$ cat config.mk
export PLATFORM = sky130hd
export DESIGN_NAME = liion_battery_gauge_top
export DESIGN_NICKNAME = d
export VERILOG_FILES = /design/src/hdl/lbg_pkg.sv /design/src/hdl/lbg_accum.sv /design/src/hdl/lbg_avg.sv /design/src/hdl/lbg_scale.sv /design/src/hdl/lbg_soc.sv /design/src/hdl/liion_battery_gauge_top.sv
export SDC_FILE = /design/constraint.sdc
export NUM_CORES = 1
export LEC_CHECK = 0
export BUFFER_PORTS_ARGS = -buffer_cell sky130_fd_sc_hd__buf_4
export CORE_UTILIZATION = 58
export DETAILED_ROUTE_END_ITERATION = 12
export GPL_TIMING_DRIVEN = 1
export MAX_ROUTING_LAYER = met4
export PLACE_DENSITY = 0.79
export SLEW_MARGIN = 20
export SYNTH_ARGS = -nofsm -noshare
export SYNTH_HDL_FRONTEND = slang
export SYNTH_SLANG_ARGS = --single-unit
$ cat constraint.sdc
create_clock -name i_clk -period 12.5 [get_ports i_clk]
set_input_delay 0.625 -clock i_clk [delete_from_list [all_inputs] [get_ports i_clk]]
set_output_delay 0.625 -clock i_clk [all_outputs]
set_load 0.02 [all_outputs]
$ cat src/hdl/lbg_pkg.sv
// ----------------------------------------------------------------------------
// Li-ion battery gauge package
// Shared widths, discharge curve, reciprocal constants and register indexes.
// ----------------------------------------------------------------------------
`timescale 1ns / 1ps
`default_nettype none

package lbg_pkg;

    localparam int SAMPLES_PER_READING = 8;

    localparam int SAMPLE_W = 12;
    localparam int MV_W     = 14;
    localparam int PCT_W    = 7;
    localparam int RATIO_W  = 11;
    localparam int Q_FRAC   = 8;

    localparam int LOG_N = $clog2(SAMPLES_PER_READING);
    localparam int CNT_W = (SAMPLES_PER_READING > 1) ? LOG_N : 1;
    localparam int SUM_W = SAMPLE_W + LOG_N;

    // Averaging divides by a multiply with a rounded-up reciprocal. With the shift set
    // to SUM_W + ceil(log2 N) the quotient is exact over the whole sum range.
    localparam int RECIP_K = SUM_W + LOG_N;
    localparam int RECIP_W = SUM_W + 2;
    localparam longint unsigned RECIP_FULL =
        ((longint'(1) << RECIP_K) + longint'(SAMPLES_PER_READING) - 1) /
        longint'(SAMPLES_PER_READING);
    localparam logic [RECIP_W-1:0] AVG_RECIP = RECIP_W'(RECIP_FULL);

    localparam logic [MV_W-1:0] MV_MAX = {MV_W{1'b1}};

    typedef logic [SAMPLE_W-1:0] t_sample;
    typedef logic [SUM_W-1:0]    t_sum;
    typedef logic [MV_W-1:0]     t_mv;
    typedef logic [PCT_W-1:0]    t_pct;
    typedef logic [RATIO_W-1:0]  t_ratio;

    // Discharge curve, highest point first.
    localparam int CURVE_POINTS = 11;
    localparam int SEG_IDX_W    = $clog2(CURVE_POINTS);
    localparam t_mv CURVE_MV [CURVE_POINTS] = '{
        14'd4200, 14'd4100, 14'd4000, 14'd3900, 14'd3800, 14'd3700,
        14'd3600, 14'd3500, 14'd3400, 14'd3300, 14'd3000
    };
    localparam t_pct CURVE_PCT [CURVE_POINTS] = '{
        7'd100, 7'd90, 7'd80, 7'd70, 7'd60, 7'd50,
        7'd40, 7'd30, 7'd20, 7'd10, 7'd0
    };

    // Upper segments span 100 mV for 10 %, so rounding half up is (d + 5) / 10.
    // The bottom segment spans 300 mV for 10 %, giving (d + 15) / 30.
    // Both divisions are reciprocal multiplies, exact over their input ranges.
    localparam int STEP_BIAS  = 5;
    localparam int STEP_RECIP = 205;
    localparam int STEP_SHIFT = 11;
    localparam int TAIL_BIAS  = 15;
    localparam int TAIL_RECIP = 2185;
    localparam int TAIL_SHIFT = 16;

    // Configuration register indexes.
    localparam int CFG_IDX_W = 2;
    localparam logic [CFG_IDX_W-1:0] CFG_DIVIDER_RATIO = 2'd0;
    localparam logic [CFG_IDX_W-1:0] CFG_CHARGE_THR    = 2'd1;
    localparam logic [CFG_IDX_W-1:0] CFG_DEAD_THR      = 2'd2;
    localparam int CFG_DATA_W = 14;

    localparam t_ratio RATIO_RESET      = 11'd512;
    localparam t_mv    CHARGE_THR_RESET = 14'd4250;
    localparam t_mv    DEAD_THR_RESET   = 14'd3000;

endpackage

`default_nettype wire

$ cat src/hdl/lbg_accum.sv
// ----------------------------------------------------------------------------
// Sample accumulator
// Sums samples over one group and hands the completed sum to the group register.
// ----------------------------------------------------------------------------
`timescale 1ns / 1ps
`default_nettype none

module lbg_accum (
    input  wire               i_clk,
    input  wire               i_rst_n,
    input  wire               i_accept,
    input  wire lbg_pkg::t_sample i_sample,
    input  wire               i_adv,
    output logic              o_last,
    output logic              o_valid,
    output lbg_pkg::t_sum     o_sum
);
    import lbg_pkg::*;

    logic [CNT_W-1:0] r_count;
    t_sum             r_sum;
    logic             r_valid;
    t_sum             r_grp_sum;
    t_sum             w_sum_next;

    assign o_last     = (r_count == CNT_W'(SAMPLES_PER_READING - 1));
    assign w_sum_next = r_sum + SUM_W'(i_sample);

    always_ff @(posedge i_clk) begin
        if (!i_rst_n) begin
            r_count <= '0;
            r_sum   <= '0;
        end else if (i_accept) begin
            if (o_last) begin
                r_count <= '0;
                r_sum   <= '0;
            end else begin
                r_count <= r_count + CNT_W'(1);
                r_sum   <= w_sum_next;
            end
        end
    end

    always_ff @(posedge i_clk) begin
        if (!i_rst_n) begin
            r_valid <= 1'b0;
        end else if (i_adv) begin
            r_valid <= i_accept && o_last;
        end
    end

    always_ff @(posedge i_clk) begin
        if (i_adv && i_accept && o_last) begin
            r_grp_sum <= w_sum_next;
        end
    end

    assign o_valid = r_valid;
    assign o_sum   = r_grp_sum;

endmodule

`default_nettype wire

$ cat src/hdl/lbg_avg.sv
// ----------------------------------------------------------------------------
// Group average
// Divides the group sum by the group size through a reciprocal multiply.
// ----------------------------------------------------------------------------
`timescale 1ns / 1ps
`default_nettype none

module lbg_avg (
    input  wire               i_clk,
    input  wire               i_rst_n,
    input  wire               i_adv,
    input  wire               i_valid,
    input  wire lbg_pkg::t_sum i_sum,
    output logic              o_valid,
    output lbg_pkg::t_sample  o_avg
);
    import lbg_pkg::*;

    logic [SUM_W+RECIP_W-1:0] w_prod;
    logic                     r_valid;
    t_sample                  r_avg;

    assign w_prod = (SUM_W + RECIP_W)'(i_sum) * (SUM_W + RECIP_W)'(AVG_RECIP);

    always_ff @(posedge i_clk) begin
        if (!i_rst_n) begin
            r_valid <= 1'b0;
        end else if (i_adv) begin
            r_valid <= i_valid;
        end
    end

    always_ff @(posedge i_clk) begin
        if (i_adv) begin
            r_avg <= w_prod[RECIP_K +: SAMPLE_W];
        end
    end

    assign o_valid = r_valid;
    assign o_avg   = r_avg;

endmodule

`default_nettype wire

$ cat src/hdl/lbg_scale.sv
// ----------------------------------------------------------------------------
// Divider scaling
// Multiplies the average by the Q8 divider ratio and saturates the millivolts.
// ----------------------------------------------------------------------------
`timescale 1ns / 1ps
`default_nettype none

module lbg_scale (
    input  wire                  i_clk,
    input  wire                  i_rst_n,
    input  wire                  i_adv,
    input  wire                  i_valid,
    input  wire lbg_pkg::t_sample i_avg,
    input  wire lbg_pkg::t_ratio i_ratio,
    output logic                 o_valid,
    output lbg_pkg::t_mv         o_mv
);
    import lbg_pkg::*;

    localparam int PROD_W = SAMPLE_W + RATIO_W;
    localparam int FULL_W = PROD_W - Q_FRAC;

    logic [PROD_W-1:0] w_prod;
    logic [FULL_W-1:0] w_full;
    t_mv               w_mv;
    logic              r_valid;
    t_mv               r_mv;

    assign w_prod = PROD_W'(i_avg) * PROD_W'(i_ratio);
    assign w_full = w_prod[PROD_W-1:Q_FRAC];
    assign w_mv   = (w_full > FULL_W'(MV_MAX)) ? MV_MAX : w_full[MV_W-1:0];

    always_ff @(posedge i_clk) begin
        if (!i_rst_n) begin
            r_valid <= 1'b0;
        end else if (i_adv) begin
            r_valid <= i_valid;
        end
    end

    always_ff @(posedge i_clk) begin
        if (i_adv) begin
            r_mv <= w_mv;
        end
    end

    assign o_valid = r_valid;
    assign o_mv    = r_mv;

endmodule

`default_nettype wire

$ cat src/hdl/lbg_soc.sv
// ----------------------------------------------------------------------------
// State of charge and flags
// Interpolates the discharge curve, compares thresholds and holds the result.
// ----------------------------------------------------------------------------
`timescale 1ns / 1ps
`default_nettype none

module lbg_soc (
    input  wire              i_clk,
    input  wire              i_rst_n,
    input  wire              i_adv,
    input  wire              i_valid,
    input  wire lbg_pkg::t_mv i_mv,
    input  wire lbg_pkg::t_mv i_charge_thr,
    input  wire lbg_pkg::t_mv i_dead_thr,
    output logic             o_valid,
    output lbg_pkg::t_mv     o_mv,
    output lbg_pkg::t_pct    o_pct,
    output logic             o_charging,
    output logic             o_dead
);
    import lbg_pkg::*;

    logic [SEG_IDX_W-1:0] w_cnt;
    t_mv                  w_lo_mv;
    t_pct                 w_lo_pct;
    t_mv                  w_diff;
    logic [8:0]           w_d;
    logic [7:0]           w_step_x;
    logic [15:0]          w_step_prod;
    logic [8:0]           w_tail_x;
    logic [20:0]          w_tail_prod;
    logic [3:0]           w_inc;
    t_pct                 w_pct;
    logic                 w_chg;
    logic                 w_dead;
    logic                 r_valid;
    t_mv                  r_mv;
    t_pct                 r_pct;
    logic                 r_chg;
    logic                 r_dead;

    // The count of curve points, the last excepted, at or above the voltage selects the
    // segment; its lower end is the point at that count.
    always_comb begin
        w_cnt = '0;
        for (int k = 0; k < CURVE_POINTS - 1; k++) begin
            if (i_mv <= CURVE_MV[k]) begin
                w_cnt = w_cnt + SEG_IDX_W'(1);
            end
        end
    end

    assign w_lo_mv     = CURVE_MV[w_cnt];
    assign w_lo_pct    = CURVE_PCT[w_cnt];
    assign w_diff      = i_mv - w_lo_mv;
    assign w_d         = w_diff[8:0];
    assign w_step_x    = 8'(w_d) + 8'(STEP_BIAS);
    assign w_step_prod = 16'(w_step_x) * 16'(STEP_RECIP);
    assign w_tail_x    = w_d + 9'(TAIL_BIAS);
    assign w_tail_prod = 21'(w_tail_x) * 21'(TAIL_RECIP);
    assign w_inc       = (w_cnt == SEG_IDX_W'(CURVE_POINTS - 1))
                         ? w_tail_prod[TAIL_SHIFT +: 4]
                         : w_step_prod[STEP_SHIFT +: 4];

    always_comb begin
        priority if (i_mv >= CURVE_MV[0]) begin
            w_pct = CURVE_PCT[0];
        end else if (i_mv <= CURVE_MV[CURVE_POINTS-1]) begin
            w_pct = CURVE_PCT[CURVE_POINTS-1];
        end else begin
            w_pct = w_lo_pct + PCT_W'(w_inc);
        end
    end

    assign w_chg  = (i_mv >= i_charge_thr);
    assign w_dead = (i_mv < i_dead_thr) && !w_chg;

    always_ff @(posedge i_clk) begin
        if (!i_rst_n) begin
            r_valid <= 1'b0;
        end else if (i_adv) begin
            r_valid <= i_valid;
        end
    end

    always_ff @(posedge i_clk) begin
        if (i_adv) begin
            r_mv   <= i_mv;
            r_pct  <= w_pct;
            r_chg  <= w_chg;
            r_dead <= w_dead;
        end
    end

    assign o_valid    = r_valid;
    assign o_mv       = r_mv;
    assign o_pct      = r_pct;
    assign o_charging = r_chg;
    assign o_dead     = r_dead;

endmodule

`default_nettype wire

$ cat src/hdl/liion_battery_gauge_top.sv
// ----------------------------------------------------------------------------
// Li-ion battery gauge: one sample per cycle; a reading every 8 samples.
// A reading passes the group, average, scale and output registers in turn.
// Input stalls only on a group's last sample while the result pipe is full.
// Sync reset clears accumulator and pipe, loads default ratio and thresholds.
// ----------------------------------------------------------------------------
`timescale 1ns / 1ps
`default_nettype none

module liion_battery_gauge_top (
    input  wire                              i_clk,
    input  wire                              i_rst_n,
    input  wire                              i_in_valid,
    output logic                             o_in_stall,
    input  wire lbg_pkg::t_sample            i_sample_mv,
    output logic                             o_out_valid,
    input  wire                              i_out_stall,
    output lbg_pkg::t_mv                     o_battery_mv,
    output lbg_pkg::t_pct                    o_percent,
    output logic                             o_charging,
    output logic                             o_dead,
    input  wire                              i_cfg_valid,
    output logic                             o_cfg_ready,
    input  wire [lbg_pkg::CFG_IDX_W-1:0]     i_cfg_index,
    input  wire [lbg_pkg::CFG_DATA_W-1:0]    i_cfg_data
);
    import lbg_pkg::*;

    t_ratio  r_ratio;
    t_mv     r_charge_thr;
    t_mv     r_dead_thr;

    logic    w_accept;
    logic    w_last;
    logic    w_grp_valid;
    t_sum    w_grp_sum;
    logic    w_avg_valid;
    t_sample w_avg;
    logic    w_mv_valid;
    t_mv     w_mv;
    logic    w_adv_grp;
    logic    w_adv_avg;
    logic    w_adv_mv;
    logic    w_adv_out;

    assign o_cfg_ready = 1'b1;

    always_ff @(posedge i_clk) begin
        if (!i_rst_n) begin
            r_ratio      <= RATIO_RESET;
            r_charge_thr <= CHARGE_THR_RESET;
            r_dead_thr   <= DEAD_THR_RESET;
        end else if (i_cfg_valid && o_cfg_ready) begin
            unique case (i_cfg_index)
                CFG_DIVIDER_RATIO: r_ratio      <= i_cfg_data[RATIO_W-1:0];
                CFG_CHARGE_THR:    r_charge_thr <= i_cfg_data[MV_W-1:0];
                CFG_DEAD_THR:      r_dead_thr   <= i_cfg_data[MV_W-1:0];
                default:           ;
            endcase
        end
    end

    // A stage loads when it is empty or its content moves on in the same cycle.
    assign w_adv_out = !o_out_valid || !i_out_stall;
    assign w_adv_mv  = !w_mv_valid || w_adv_out;
    assign w_adv_avg = !w_avg_valid || w_adv_mv;
    assign w_adv_grp = !w_grp_valid || w_adv_avg;

    assign o_in_stall = w_last && !w_adv_grp;
    assign w_accept   = i_in_valid && !o_in_stall;

    lbg_accum u_accum (
        .i_clk    (i_clk),
        .i_rst_n  (i_rst_n),
        .i_accept (w_accept),
        .i_sample (i_sample_mv),
        .i_adv    (w_adv_grp),
        .o_last   (w_last),
        .o_valid  (w_grp_valid),
        .o_sum    (w_grp_sum)
    );

    lbg_avg u_avg (
        .i_clk   (i_clk),
        .i_rst_n (i_rst_n),
        .i_adv   (w_adv_avg),
        .i_valid (w_grp_valid),
        .i_sum   (w_grp_sum),
        .o_valid (w_avg_valid),
        .o_avg   (w_avg)
    );

    lbg_scale u_scale (
        .i_clk   (i_clk),
        .i_rst_n (i_rst_n),
        .i_adv   (w_adv_mv),
        .i_valid (w_avg_valid),
        .i_avg   (w_avg),
        .i_ratio (r_ratio),
        .o_valid (w_mv_valid),
        .o_mv    (w_mv)
    );

    lbg_soc u_soc (
        .i_clk        (i_clk),
        .i_rst_n      (i_rst_n),
        .i_adv        (w_adv_out),
        .i_valid      (w_mv_valid),
        .i_mv         (w_mv),
        .i_charge_thr (r_charge_thr),
        .i_dead_thr   (r_dead_thr),
        .o_valid      (o_out_valid),
        .o_mv         (o_battery_mv),
        .o_pct        (o_percent),
        .o_charging   (o_charging),
        .o_dead       (o_dead)
    );

`ifndef SYNTHESIS
    a_stall_only_on_last: assert property (@(posedge i_clk) disable iff (!i_rst_n)
        o_in_stall |-> w_last)
        else $error("input stalled on a sample that does not complete a group");

    a_group_loaded: assert property (@(posedge i_clk) disable iff (!i_rst_n)
        (w_accept && w_last) |=> w_grp_valid)
        else $error("completed group sum was not captured");

    a_full_scale: assert property (@(posedge i_clk) disable iff (!i_rst_n)
        (o_out_valid && (o_battery_mv >= CURVE_MV[0])) |-> (o_percent == CURVE_PCT[0]))
        else $error("voltage above the curve did not give full charge");

    a_flags_exclusive: assert property (@(posedge i_clk) disable iff (!i_rst_n)
        (o_out_valid && o_charging) |-> !o_dead)
        else $error("reading flagged both charging and dead");
`endif

endmodule

`default_nettype wire

Yosys cells after proc, flatten, opt, wreduce, memory -nomap -nowiden
Memories as Yosys holds them, arrays and structs flattened. Cells that the tools add are included.

Output and inout port bits: 26. ROM bits: 336. Register bits after elaboration: 125. Memories: 2. Input port bits: 33.

Bitwise operators: 1. Multiplexer cells: 18. Reductions and logical operators: 23. Multipliers: 3. Eq/ne operators: 4. Add/subtract/negate cells: 15. Order comparisons: 16.

Memory list: (no name shown) (words 16, width 14, rd ports 1, clocked after Yosys merged registers in 0, write ports 0, RTL line lbg_soc.sv:54) `assign w_lo_mv = CURVE_MV[w_cnt];`; (no name shown) (words 16, width 7, rd ports 1, clocked after Yosys merged registers in 0, write ports 0, RTL line lbg_soc.sv:55) `assign w_lo_pct = CURVE_PCT[w_cnt];`.

Operator list (number): $le A14 B12 Y1 const B (9); $mux W4 (10); $add A4 B1 Y4 const B (8); $le A14 B13 Y1 const B (2); $mul A12 B11 Y23 (1); $mux W7 (3); $mul A9 B12 Y20 const B (1); $mux W9 (2); $add A15 B12 Y15 (1); $gt A15 B14 Y1 const B (1); $mul A8 B8 Y15 const B (1); $mux W15 (1); $ge A14 B13 Y1 const B (1); $ge A14 B14 Y1 (1); $lt A14 B14 Y1 (1); $add A9 B4 Y9 const B (1); $sub A9 B9 Y9 (1); $add A8 B3 Y8 const B (1); $logic_not A1 Y1 (8); $add A7 B4 Y7 (1); $logic_and A1 B1 Y1 (6); $reduce_and A2 Y1 (3); $ge A5 B5 Y1 const B (1); $not A4 Y5 (1); 11 further kinds (14).

Longest topological paths before layout
Gate-level depths: netlist (run 1).

Depth in word-level cells: 30. Gate-level depth with buffers: 73. Gate-level depth less buffers: 69.

By module
Synthesis (run 1) repeated with hierarchy kept, for this count alone.

Cell total of the unflattened synthesis: 1526. Area total of the unflattened synthesis: 14178.6 µm².

Modules (own cells, without submodules): lbg_soc (seq. area each 710.7 µm², cells each 633, area an instance 5464.0 µm², instances 1); lbg_scale (seq. area each 440.4 µm², cells each 526, area an instance 4784.6 µm², instances 1); lbg_accum (seq. area each 830.8 µm², cells each 185, area an instance 1888.1 µm², instances 1); liion_battery_gauge_top (seq. area each 780.7 µm², cells each 167, area an instance 1645.3 µm², instances 1); lbg_avg (seq. area each 380.4 µm², cells each 15, area an instance 396.6 µm², instances 1).

Least setup slack after synthesis (run 1)
No wires, ideal clock.

Kind: flip-flop to flip-flop. Start point: reg u_scale.r_mv[7], in the netlist u_scale.o_mv[7]. End point: reg u_soc.r_pct[5], in the netlist u_soc.o_pct[5] (data pin). Data required time: 12.331 ns. Setup time: 0.169 ns. Stages on the path, launching flop included: 71. Setup slack: -1.151 ns. Arrival time: 13.482 ns. Path through: edfxtp_1 > buf_2 > or2_1 > clkbuf_1 > nor4_1 > o21ai_0 > a21oi_1 > a41oi_1 > ha_1 > and3_1 > and4_1 > or2_1 > nor2_1 > inv_1 > ha_1 > a21boi_0 > a31oi_1 > inv_1 > [... 35 more ...] > inv_1 > fa_1 > inv_1 > ha_1 > a21o_1 > a21o_1 > a21oi_1 > nor2b_1 > o21a_1 > o21ai_0 > a21oi_1 > o31a_1 > ha_1 > a21o_1 > nor2b_1 > o31ai_1 > a32oi_1 > o31ai_1.

Cells in the longest elaborated chain, start to end: 30.

Ends and longest elaborated chain: start, declared (RTL line lbg_scale.sv:27) `t_mv r_mv;`; start signal, assigned (RTL line lbg_scale.sv:43) `r_mv <= w_mv;`; $le A14 B13 Y1 (RTL line lbg_soc.sv:48) `if (i_mv <= CURVE_MV[k]) begin`; $mux W1 (RTL line lbg_soc.sv:48); $add A1 B1 Y2 (RTL line lbg_soc.sv:49) `w_cnt = w_cnt + SEG_IDX_W'(1);`; $mux W4 (RTL line lbg_soc.sv:48); $add A4 B1 Y4 (RTL line lbg_soc.sv:49); $mux W4 (RTL line lbg_soc.sv:48); $add A4 B1 Y4 (RTL line lbg_soc.sv:49); $mux W4 (RTL line lbg_soc.sv:48); [... 13 more ...]; $mem_v2 Z16 W14; $mux W9 (implied by the code) (2 in series) (RTL line lbg_soc.sv:54); $sub A9 B9 Y9 (RTL line lbg_soc.sv:56) `assign w_diff = i_mv - w_lo_mv;`; $add A9 B4 Y9 / $add A8 B3 Y8 (equally long branches) (RTL line lbg_soc.sv:60, lbg_soc.sv:58); $mul A9 B12 Y20 / $mul A8 B8 Y15 (equally long branches) (RTL line lbg_soc.sv:61, lbg_soc.sv:59); $mux W4 (RTL line lbg_soc.sv:63) `? w_tail_prod[TAIL_SHIFT +: 4]`; $add A7 B4 Y7 (RTL line lbg_soc.sv:72) `w_pct = w_lo_pct + PCT_W'(w_inc);`; $mux W7 (RTL line lbg_soc.sv:69) `end else if (i_mv <= CURVE_MV[CURVE_POINTS-1]) begin`; end signal, assigned (RTL line lbg_soc.sv:90) `r_pct <= w_pct;`; end, declared (RTL line lbg_soc.sv:39) `t_pct r_pct;`.

Several ways; a longest one is shown, not always the timed one. The select of a mux whose other input is x is not followed. A chain may end at the register's enable or synchronous reset.

Worst setup path in the final report (run 1)
Start point: reg u_scale.r_mv[10], in the netlist u_scale.o_mv[10]. End point: reg u_soc.r_pct[5], in the netlist u_soc.o_pct[5] (data pin).

The elaborated chain is that of the path after synthesis.

==> results of run 1 <==
-- what timing repair did --
action / CTS / global route
cloned: 0 / 0
pin swaps: 41 / 28
gates resized for setup: 33 / 28
setup endpoints to repair: 5 / 6
buffers inserted: 27 / 10
-- cells by family after synthesis --
family	count (synthesis)	synth area share [%]
DFF	122	22.72
other	1	0.02791
muxes	22	1.704
and+or+nand+nor	422	15.70
buffers and inverters	259	7.347
xor gates and xnor gates	75	5.615
AOI/OAI and AO/OA	248	12.84
adders and majority gates	302	34.04
-- per-stage QoR --
stage | setup WS, ps | util, %
3_3_place_gp | -163.5 | 65.45
3_5_place_dp | -516.3 | 65.45
5_1_grt | -1016 | 70.69
6_report | -527.9 | 70.69
4_1_cts | -256.2 | 69.72
2_1_floorplan | -272.4 | -
-- layer usage --
layer	vias up	GRT usage [%]
li1	5179	-
met1	5279	33.01
met2	385	49.63
met3	85	4.035
met4	0	10.52
met5	-	-
-- cell usage after synthesis (all sizes together) (6+ instances only) --
master  count
a211oi      6
a21boi     27
a21o       38
a21oi      50
a22oi       7
a31oi       8
and2       62
and3        7
buf         9
clkbuf     50
dfxtp      61
edfxtp     61
fa        106
ha        196
inv       200
mux2i      18
nand2     191
nand2b      7
nand3      12
nand3b      6
nand4       7
nor2       36
nor2b      34
nor3       20
nor3b       6
nor4        6
o211ai     24
o21a        9
o21ai      34
or2         7
xnor2      45
xor2       25
-- flip-flops by register name, summed over array words and instances, names as in the netlist --
| name | count |
|---|---|
| r_charge_thr | 14 |
| r_dead_thr | 14 |
| r_ratio | 11 |
| u_accum.o_sum | 12 |
| u_accum.o_valid | 1 |
| u_accum.r_count | 3 |
| u_accum.r_sum | 15 |
| u_avg.o_avg | 12 |
| u_avg.o_valid | 1 |
| u_scale.o_mv | 14 |
| u_scale.o_valid | 1 |
| u_soc.o_charging | 1 |
| u_soc.o_dead | 1 |
| u_soc.o_mv | 14 |
| u_soc.o_pct | 7 |
| u_soc.o_valid | 1 |
-- worst max-delay path, delay by kind of cell (launching register included) --
| family | cells | cell delay, ps |
|---|---|---|
| adders and majority gates | 17 | 5230 |
| AOI/OAI and AO/OA | 20 | 3030 |
| and+or+nand+nor | 14 | 2200 |
| muxes | 3 | 860 |
| buffers and inverters | 9 | 590 |
| DFF | 1 | 420 |
| xor gates and xnor gates | 2 | 410 |
-- worst paths after layout --
path                                                      from                           end  slack (ps)
worst max-delay path            u_scale.o_mv[10]$_SDFFCE_PN1P_  u_soc.o_pct[5]$_SDFFCE_PP1P_        -530
worst min-delay path               u_accum.o_sum[14]$_DFFE_PP_     u_avg.o_avg[11]$_DFFE_PP_         420
worst max register to register  u_scale.o_mv[10]$_SDFFCE_PN1P_  u_soc.o_pct[5]$_SDFFCE_PP1P_        -530
worst min register to register     u_accum.o_sum[14]$_DFFE_PP_     u_avg.o_avg[11]$_DFFE_PP_         420
-- final cells by class --
type,instances,area (um^2)
Multi-Input combinational cell,1070,9903
Fill cell,1616,6656
Sequential cell,122,3053
Timing Repair Buffer,186,1400
Inverter,200,753.2
Clock buffer,20,489.2
Tap cell,285,356.6
Clock inverter,12,97.59
==> results by group, run 1 <==
Outcome
  – Status: finished with violations
  – Violated checks: setup timing

Worst setup path
  – Required time worst endpoint: roughly 13,000 ps
  – Worst-path maximum fanout: 11
  – Crit start category: register
  – Worst Path Arrival: around 13,000 ps
  – Slowest-stage cell, CP: fa_1
  – Setup crit end kind: register
  – Worst-case reg-to-reg path depth: 65
  – Crit Path Class: reg -> reg
  – Slowest stage delay, CP: between 400 and 500 ps

Synth
  – Cells after synthesis: between 1,000 and 1,500
  – FF+latch count, synth: approximately 120
  – Ys async rst share: 0%
  – Post-synth EDFFs: roughly 60
  – Synth Cell Area: 13,440 um^2
  – Post-synth top area cell: ha_1
  – Netlist cell types: a little over 80
  – Top post-synthesis cells by area: ha_1 18%, fa_1 16%, edfxtp_1 14%
  – Synth top area share: 18.25%
  – Primary FF master, synth: edfxtp_1
  – Synth warn: 0
  – Register area share after synthesis: between 20% and 30%
  – Syn_nets: between 1,500 and 2,000
  – Mean Syn Cell Area: ~9.3 um^2

Floorplanning
  – Die area: between 20,000 and 25,000 um^2
  – Cell Rows: between 50 and 60
  – Starting density of the core: around three fifths
  – Die X: 154.2 um
  – Core area: roughly 23,000 um^2
  – Die H: roughly 150 um
  – IO Pins: a little under 60

Finish
  – Fin nets: 1,932
  – Area delta synth->final: 19.47%
  – Post-layout instance area: between 15,000 and 20,000 um^2
  – Commonest non-fill, non-tap cells in the layout: 194 x inv_1, 187 x nand2_1, 185 x buf_4
  – Share of layout cells above drive strength 1: between 10% and 20%
  – Antenna diode count: 0
  – Commonest non-fill, non-tap cell in the layout: inv_1
  – Final std cells w/o fill: around 1,900

Routing
  – Met3 Wirelength: 1.742 mm
  – Drt drc: 0
  – Vias per inst: between 5 and 6
  – Routed wire length: about 32 mm
  – Met1 WL: 13.07 mm
  – Met2 wire len: approximately 16 mm
  – DRT antenna net count: 0
  – Drt pass-1 iters: 5
  – Via count: roughly 11,000
  – DR iter-0 viols: approximately 660
  – Top Metal Used: met4
  – Avg WL per Cell: 16.88 um

Timing
  – Min cycle time layout: 13,030 ps
  – Final cycle utilization of the critical path: 104.2%
  – Fin. max-slew vios: 0
  – Final Hold Viols: 0
  – Fin Hold WS: around 420 ps
  – Layout Skew: around 20 ps
  – Sum Neg Setup Slack: -1659 ps
  – Final setup fails: 5
  – Slew HR: 37.49%
  – Min setup slack post-route: -527.9 ps
  – Worst-Margin Slew: roughly 930 ps
  – RSZ-0062 raised after global routing: yes
  – Fmax: ~77 MHz

Global routing
  – Vias in the first global route: ~11,000
  – Largest net degree at the start of global routing: 63
  – Gr ovfl total: 0
  – Total GRT Usage: roughly 28%
  – Initial antenna violation count: 0
  – First-pass GRT wire length: roughly 53 mm

Min path
  – Worst hold path type: reg -> reg
  – Hold path cells: 0

Flow run
  – # Max-Cap Violations: 0

Placement
  – Placed Area: around 15,000 um^2
  – Placed cell count: 1,826
  – Final HPWL DP: approximately 24 mm
  – PortBufs: between 50 and 60
  – Gpl congestion: 0.9143

Clocking
  – Clk pin slew, worst setup/hold paths: ~60 ps
  – Cts bufs inserted: 17
  – CTS tree: built
  – Post-CTS Hold Buffers: 0
  – Clock sinks: around 120
  – H-tree depth: 4
  – Clk Latency, worst-skew pair: between 400 and 500 ps
  – CTS root buffer: clkbuf_16
  – CTS Buffer Depth: 2
Power of run 1 is left out: the tool's default activity adds up to more than one toggle a clock period on the data nets, which glitch-free logic cannot reach.
==> run 2: changes to the inputs <==
SYNTH_HIERARCHICAL = 1   (was not set)
==> run 2 against run 1 <==
Against the previous run: the flow now finishes without violations; hold slack worse by 4.4 ps; register-to-register slack improved by 1100 ps; utilization shrank 4.0 points; sequential share of layout area rose by 0.37 points; area after synthesis rose by 4.9%; flip-flop and latch count unchanged; first-iteration DRC count decreased by 15%.
==> results by group, run 2 <==
Global routing
  – Total GRT Usage: 26.13% (-2.2 points)
  – Largest net degree at the start of global routing: 75 (+19%)
  – Gr ovfl total: 0 (unchanged)
  – First-pass GRT wire length: 50.31 mm (-4.2%)
  – Vias in the first global route: 10,780 (-4.1%)
  – Initial antenna violation count: 0 (unchanged)

Worst setup path
  – Required time worst endpoint: 12,640 ps (-20 ps)
  – Slowest-stage cell, CP: fa_1
  – Cell mode on critical path: inv_1
  – Crit start category: register
  – Worst-path maximum fanout: 9 (-2)
  – Crit Path Class: reg -> reg
  – Slowest stage delay, CP: 550 ps (+60 ps)
  – Setup crit end kind: register
  – Worst Path Arrival: 12,030 ps (-1160 ps)

Floorplanning
  – Core area: 23,610 um^2 (+4.0%)
  – Cell Rows: 56 (+1.8%)
  – Die H: 157.9 um (+2.4%)
  – Starting density of the core: 59.67% (+0.50 points)
  – Die X: 157.9 um (+2.4%)
  – Die area: 24,920 um^2 (+4.8%)
  – IO Pins: 59 (unchanged)

Finish
  – Most flops, register: u_accum/r_sum
  – Commonest non-fill, non-tap cell in the layout: inv_1
  – Number of flip-flops in the largest register: 15 (unchanged)
  – Fin nets: 1,916 (-0.83%)
  – Final design utilization: 66.70% (-4.0 points)
  – Share of layout cells above drive strength 1: 13.30% (-6.6 points)
  – Area delta synth->final: 11.79%
  – Antenna diode count: 0 (unchanged)
  – Post-layout instance area: 15,750 um^2 (-1.9%)
  – Commonest non-fill, non-tap cells in the layout: 200 x inv_1, 189 x ha_1, 169 x nand2_1

Timing
  – Fin. max-slew vios: 0 (unchanged)
  – Sum Neg Setup Slack: 0 ps (+1659 ps)
  – Final Hold Viols: 0 (unchanged)
  – Layout Skew: 14.31 ps (-6.048 ps)
  – Fmax: 84.11 MHz (+9.6%)
  – Final setup fails: 0 (-5)
  – Worst-Margin Slew: 821.0 ps (-110.3 ps)
  – Slew HR: 44.57% (+7.1 points)
  – Final cycle utilization of the critical path: 95.12% (-9.1 points)
  – Min cycle time layout: 11,890 ps (-1138 ps)
  – Min setup slack post-route: 610.3 ps (+1138 ps)

Placement
  – Final HPWL DP: 24.05 mm (+1.7%)
  – Post-Place Setup Slack: -155.2 ps (+361.1 ps)
  – Gpl congestion: 0.9390 (+2.7%)
  – PortBufs: 57 (unchanged)
  – Placed Area: 14,850 um^2 (about the same)

Synth
  – Synth Cell Area: 14,090 um^2 (+4.9%)
  – Syn_nets: 1,858 (+4.0%)
  – Cells after synthesis: 1,523 (+5.0%)
  – Mean Syn Cell Area: 9.251 um^2 (-0.11%)
  – Synth warn: 6 (+6)

Routing
  – Avg WL per Cell: 15.90 um (-5.8%)
  – Drt pass-1 iters: 5 (unchanged)
  – Via count: 10,790 (-1.3%)
  – DRT antenna net count: 0 (unchanged)
  – Vias per inst: 5.640 (-2.2%)
  – Drt drc: 0 (unchanged)
  – DR iter-0 viols: 559 (-15%)
  – Routed wire length: 30.41 mm (-4.9%)

Clocking
  – Clk pin slew, worst setup/hold paths: 50 ps (about the same)
  – CTS Buffer Depth: 2 (unchanged)
  – CTS tree: built
  – Post-CTS Hold Buffers: 0 (unchanged)
  – Clock sinks: 122 (unchanged)
  – CTS root buffer: clkbuf_16
  – Cts bufs inserted: 17 (unchanged)
  – H-tree depth: 4 (unchanged)
  – Clk Latency, worst-skew pair: 420 ps (about the same)

Flow run
  – # Max-Cap Violations: 0 (unchanged)

Min path
  – Worst hold path type: reg -> reg

Outcome
  – Status: finished, final reports clean
-- run 2: path summary, 6_finish.rpt --
kind	from	to	slack [ps]	depth (start not counted)
worst max-delay path	u_scale/o_mv[0]$_SDFFCE_PN1P_	u_soc/o_pct[5]$_SDFFCE_PP1P_	610	59
worst min-delay path	u_accum/o_sum[7]$_DFFE_PP_	u_avg/o_avg[4]$_DFFE_PP_	420	0
worst max register to register	u_scale/o_mv[0]$_SDFFCE_PN1P_	u_soc/o_pct[5]$_SDFFCE_PP1P_	610	59
worst min register to register	u_accum/o_sum[7]$_DFFE_PP_	u_avg/o_avg[4]$_DFFE_PP_	420	0
-- run 2: repair_timing --
item                       4_1_cts  5_1_grt
setup endpoints to repair        3        5
buffers inserted                 1        6
gates resized for setup          8       53
pin swaps                        1       21
-- run 2: metrics by stage --
step	std cells	hold WS (ps)
CTS	1907	417.3
global route	1913	422.3
floorplan	1523	400.3
finish	1913	415.5
global placement	1874	401.3
detailed placement	1874	404.5
-- run 2: routing by layer --
| metal | global-route usage, % | part of all wire, % | routed length [um] | up-vias |
|---|---|---|---|---|
| met5 | - | 0 | 0 | - |
| met4 | 8.969 | 2.2 | 667 | 0 |
| met3 | 3.093 | 3.1 | 946 | 55 |
| met2 | 45.54 | 51 | 15410 | 237 |
| met1 | 31.20 | 44 | 13390 | 5221 |
| li1 | - | - | - | 5277 |
-- run 2: worst max-delay path, delay by kind of cell, from the launching register on --
kind / cells / cell delay [ps]
AO/OA/AOI/OAI: 14 / 2460
XOR/XNOR: 7 / 1580
adder cells (fa/ha/maj): 12 / 4050
buffers and inverters: 10 / 840
flip-flops: 1 / 410
multiplexers: 3 / 600
AND/OR/NAND/NOR: 13 / 1660
-- run 2: area by class of cell --
class / instances / area (um^2)
Sequential cell: 122 / 3053
Inverter: 205 / 769.5
Timing Repair Buffer: 94 / 709.4
Tap cell: 319 / 399.1
Clock buffer: 19 / 454.2
Clock inverter: 13 / 123.9
Fill cell: 1856 / 7863
Multi-Input combinational cell: 1141 / 10240
Power of run 2 is left out for the same reason.
==> run 3: changes to the inputs <==
CORE_UTILIZATION = 40   (was 58)
PLACE_DENSITY = not set   (was 0.79)
REMOVE_ABC_BUFFERS = 1   (was not set)
==> run 3 against run 2 <==
Against the previous run: fmax increased by 0.49%; utilization shrank 21 points; global-route usage fell by 7.4 points; clock skew shrank 1.4 ps; die area rose by 44%; via count shrank 1.0%; non-clock buffer count grew 2; critical path type unchanged; cell area is 1.1% higher; flip-flop and latch count is the same; critical path depth increased by 8; cell count is 7.2% higher.
==> results by group, run 3 (same netlist as run 2, synthesis figures left out) <==
Floorplanning
  – Core area: 34,630 um^2 (+47%)
  – Die area: 35,980 um^2 (+44%)
  – IO Pins: 59 (unchanged)
  – Die X: 189.7 um (+20%)
  – Die H: 189.7 um (+20%)
  – Cell Rows: 68 (+21%)
  – Starting density of the core: 40.69% (-19 points)

Worst setup path
  – Reg2reg end: u_soc/o_pct[5]$_SDFFCE_PP1P_
  – Worst Path Arrival: 11,990 ps (-40 ps)
  – Crit path from: u_scale/o_mv[0]$_SDFFCE_PN1P_
  – Worst-case reg-to-reg path depth: 67 (+14%)
  – Critical Path Sink: u_soc/o_pct[5]$_SDFFCE_PP1P_
  – Slowest-stage cell, CP: fa_1
  – Delay-heaviest family, CP: adder cells
  – Reg2reg start: u_scale/o_mv[0]$_SDFFCE_PN1P_
  – Setup crit end kind: register
  – Required time worst endpoint: 12,660 ps (+20 ps)
  – Reg2Reg Setup Slack: 670 ps (+60 ps)
  – Slowest stage delay, CP: 550 ps (about the same)
  – Worst Path Buf+Inv: 9 (-1)
  – Worst-path maximum fanout: 6 (-3)
  – Critical path depth in cells: 67 (+14%)
  – Crit start category: register
  – Crit Path Class: reg -> reg

Global routing
  – Vias in the first global route: 10,790 (+0.083%)
  – Busiest grt layer: met2
  – Initial antenna violation count: 0 (unchanged)
  – First-pass GRT wire length: 52.92 mm (+5.2%)
  – Global-route met1 utilization: 23.86% (-7.3 points)
  – Routing usage on met2: 31.11% (-14 points)
  – Gr ovfl total: 0 (unchanged)
  – Total GRT Usage: 18.73% (-7.4 points)
  – Largest net degree at the start of global routing: 75 (unchanged)
  – Grt met3 use: 2.435% (-0.66 points)

Finish
  – Most flops, register: u_accum/r_sum
  – Antenna diode count: 0 (unchanged)
  – Share of layout cells above drive strength 1: 13.22% (-0.079 points)
  – Commonest non-fill, non-tap cells in the layout: 202 x inv_1, 191 x ha_1, 170 x nand2_1
  – Area delta synth->final: 13.02%
  – FILL cells: 3,261 (+76%)
  – Area of the multi-input gates: 10,200 um^2 (-0.43%)
  – Number of flip-flops in the largest register: 15 (unchanged)
  – Fin nets: 1,918 (+0.10%)
  – Commonest non-fill, non-tap cell in the layout: inv_1
  – Register area: 3053 um^2 (unchanged)

Placement
  – PortBufs: 57 (unchanged)
  – Final HPWL DP: 24.85 mm (+3.3%)
  – Gpl congestion: 0.8990 (-4.3%)
  – Post-Place Setup Slack: -60.84 ps (+94.41 ps)

Routing
  – DRT antenna net count: 0 (unchanged)
  – Vias per inst: 5.208 (-7.7%)
  – Via count: 10,680 (-1.0%)
  – DR iter-0 viols: 679 (+21%)
  – Drt pass-1 iters: 5 (unchanged)
  – Routed wire length: 31.74 mm (+4.4%)
  – Avg WL per Cell: 15.47 um (-2.7%)
  – Drt drc: 0 (unchanged)

Min path
  – Min-delay src: u_accum/o_sum[8]$_DFFE_PP_
  – Hold path cells: 0 (unchanged)
  – Worst hold path type: reg -> reg

Clocking
  – Cts bufs inserted: 17 (unchanged)
  – CTS Buffer Depth: 2 (unchanged)
  – CTS root buffer: clkbuf_16
  – Clock sinks: 122 (unchanged)
  – Clk pin slew, worst setup/hold paths: 60 ps (about the same)
  – CTS tree: built
  – H-tree depth: 4 (unchanged)
  – Clk Latency, worst-skew pair: 430 ps (about the same)
  – Post-CTS Hold Buffers: 0 (unchanged)

Timing
  – Final setup fails: 0 (unchanged)
  – Worst-Margin Slew: 852.5 ps (+31.54 ps)
  – Fin. max-slew vios: 0 (unchanged)
  – Layout Skew: 12.93 ps (-1.387 ps)
  – Min setup slack post-route: 668.8 ps (+58.50 ps)
  – Fin Hold WS: 416.7 ps (+1.229 ps)
  – Final cycle utilization of the critical path: 94.65% (-0.47 points)
  – Min cycle time layout: 11,830 ps (-58.50 ps)
  – Fmax: 84.52 MHz (+0.49%)
  – Final Hold Viols: 0 (unchanged)
  – Slew HR: 43.01% (-1.6 points)

Outcome
  – Status: finished, final reports clean

Flow run
  – # Max-Cap Violations: 0 (unchanged)
## run 3: layer usage
metal	vias to the layer above	part of all wire, %	wire (um)
met1	5159	47	14890
met2	214	48	15330
li1	5270	-	-
met3	39	3.2	1001
met4	0	1.6	519
met5	-	0	0
## run 3: metrics by stage
| step | utilization, % | instances | instance area (um^2) | setup TNS, ps |
|---|---|---|---|---|
| 3_5_place_dp | 43.48 | 2015 | 15060 | -72.38 |
| 5_1_grt | 45.98 | 2051 | 15920 | -87.20 |
| 4_1_cts | 45.27 | 2047 | 15680 | 0 |
| 2_1_floorplan | - | 1468 | 13800 | 0 |
| 3_3_place_gp | 43.48 | 2015 | 15060 | 0 |
| 6_report | 45.98 | 2051 | 15920 | 0 |
## run 3: final cells by class
class	instances	area share, %
multi-input combinational	1141	64.04
sequential	122	19.17
inverter	205	4.833
timing repair buffer	96	4.526
tap	455	3.575
clock buffer	21	3.230
clock inverter	11	0.6208
## run 3: timing repair
item	4_1_cts	5_1_grt
pin swaps	0	16
hold endpoints to repair	0	0
setup buffers	0	4
endpoints found under the setup margin	3	5
gates resized for setup	2	52
## run 3: worst min-delay path by stage
stage	endpoint	slack, ps
after floorplan	u_avg/o_avg[0]$_DFFE_PP_	400
after global routing	u_avg/o_avg[10]$_DFFE_PP_	420
final	u_avg/o_avg[5]$_DFFE_PP_	420
after CTS	u_avg/o_avg[5]$_DFFE_PP_	410
after global placement	u_avg/o_avg[2]$_DFFE_PP_	400
after detailed placement	u_avg/o_avg[5]$_DFFE_PP_	410
## run 3: worst register-to-register path: cells and delay by family, from the launching register on
kind,cells,cell delay [ps]
muxes,3,510
adders and majority gates,13,4280
DFF,1,380
buffers and inverters,9,680
and+or+nand+nor,20,2190
AOI/OAI and AO/OA,14,2170
xor gates and xnor gates,8,1350
Power of run 3 is left out for the same reason.
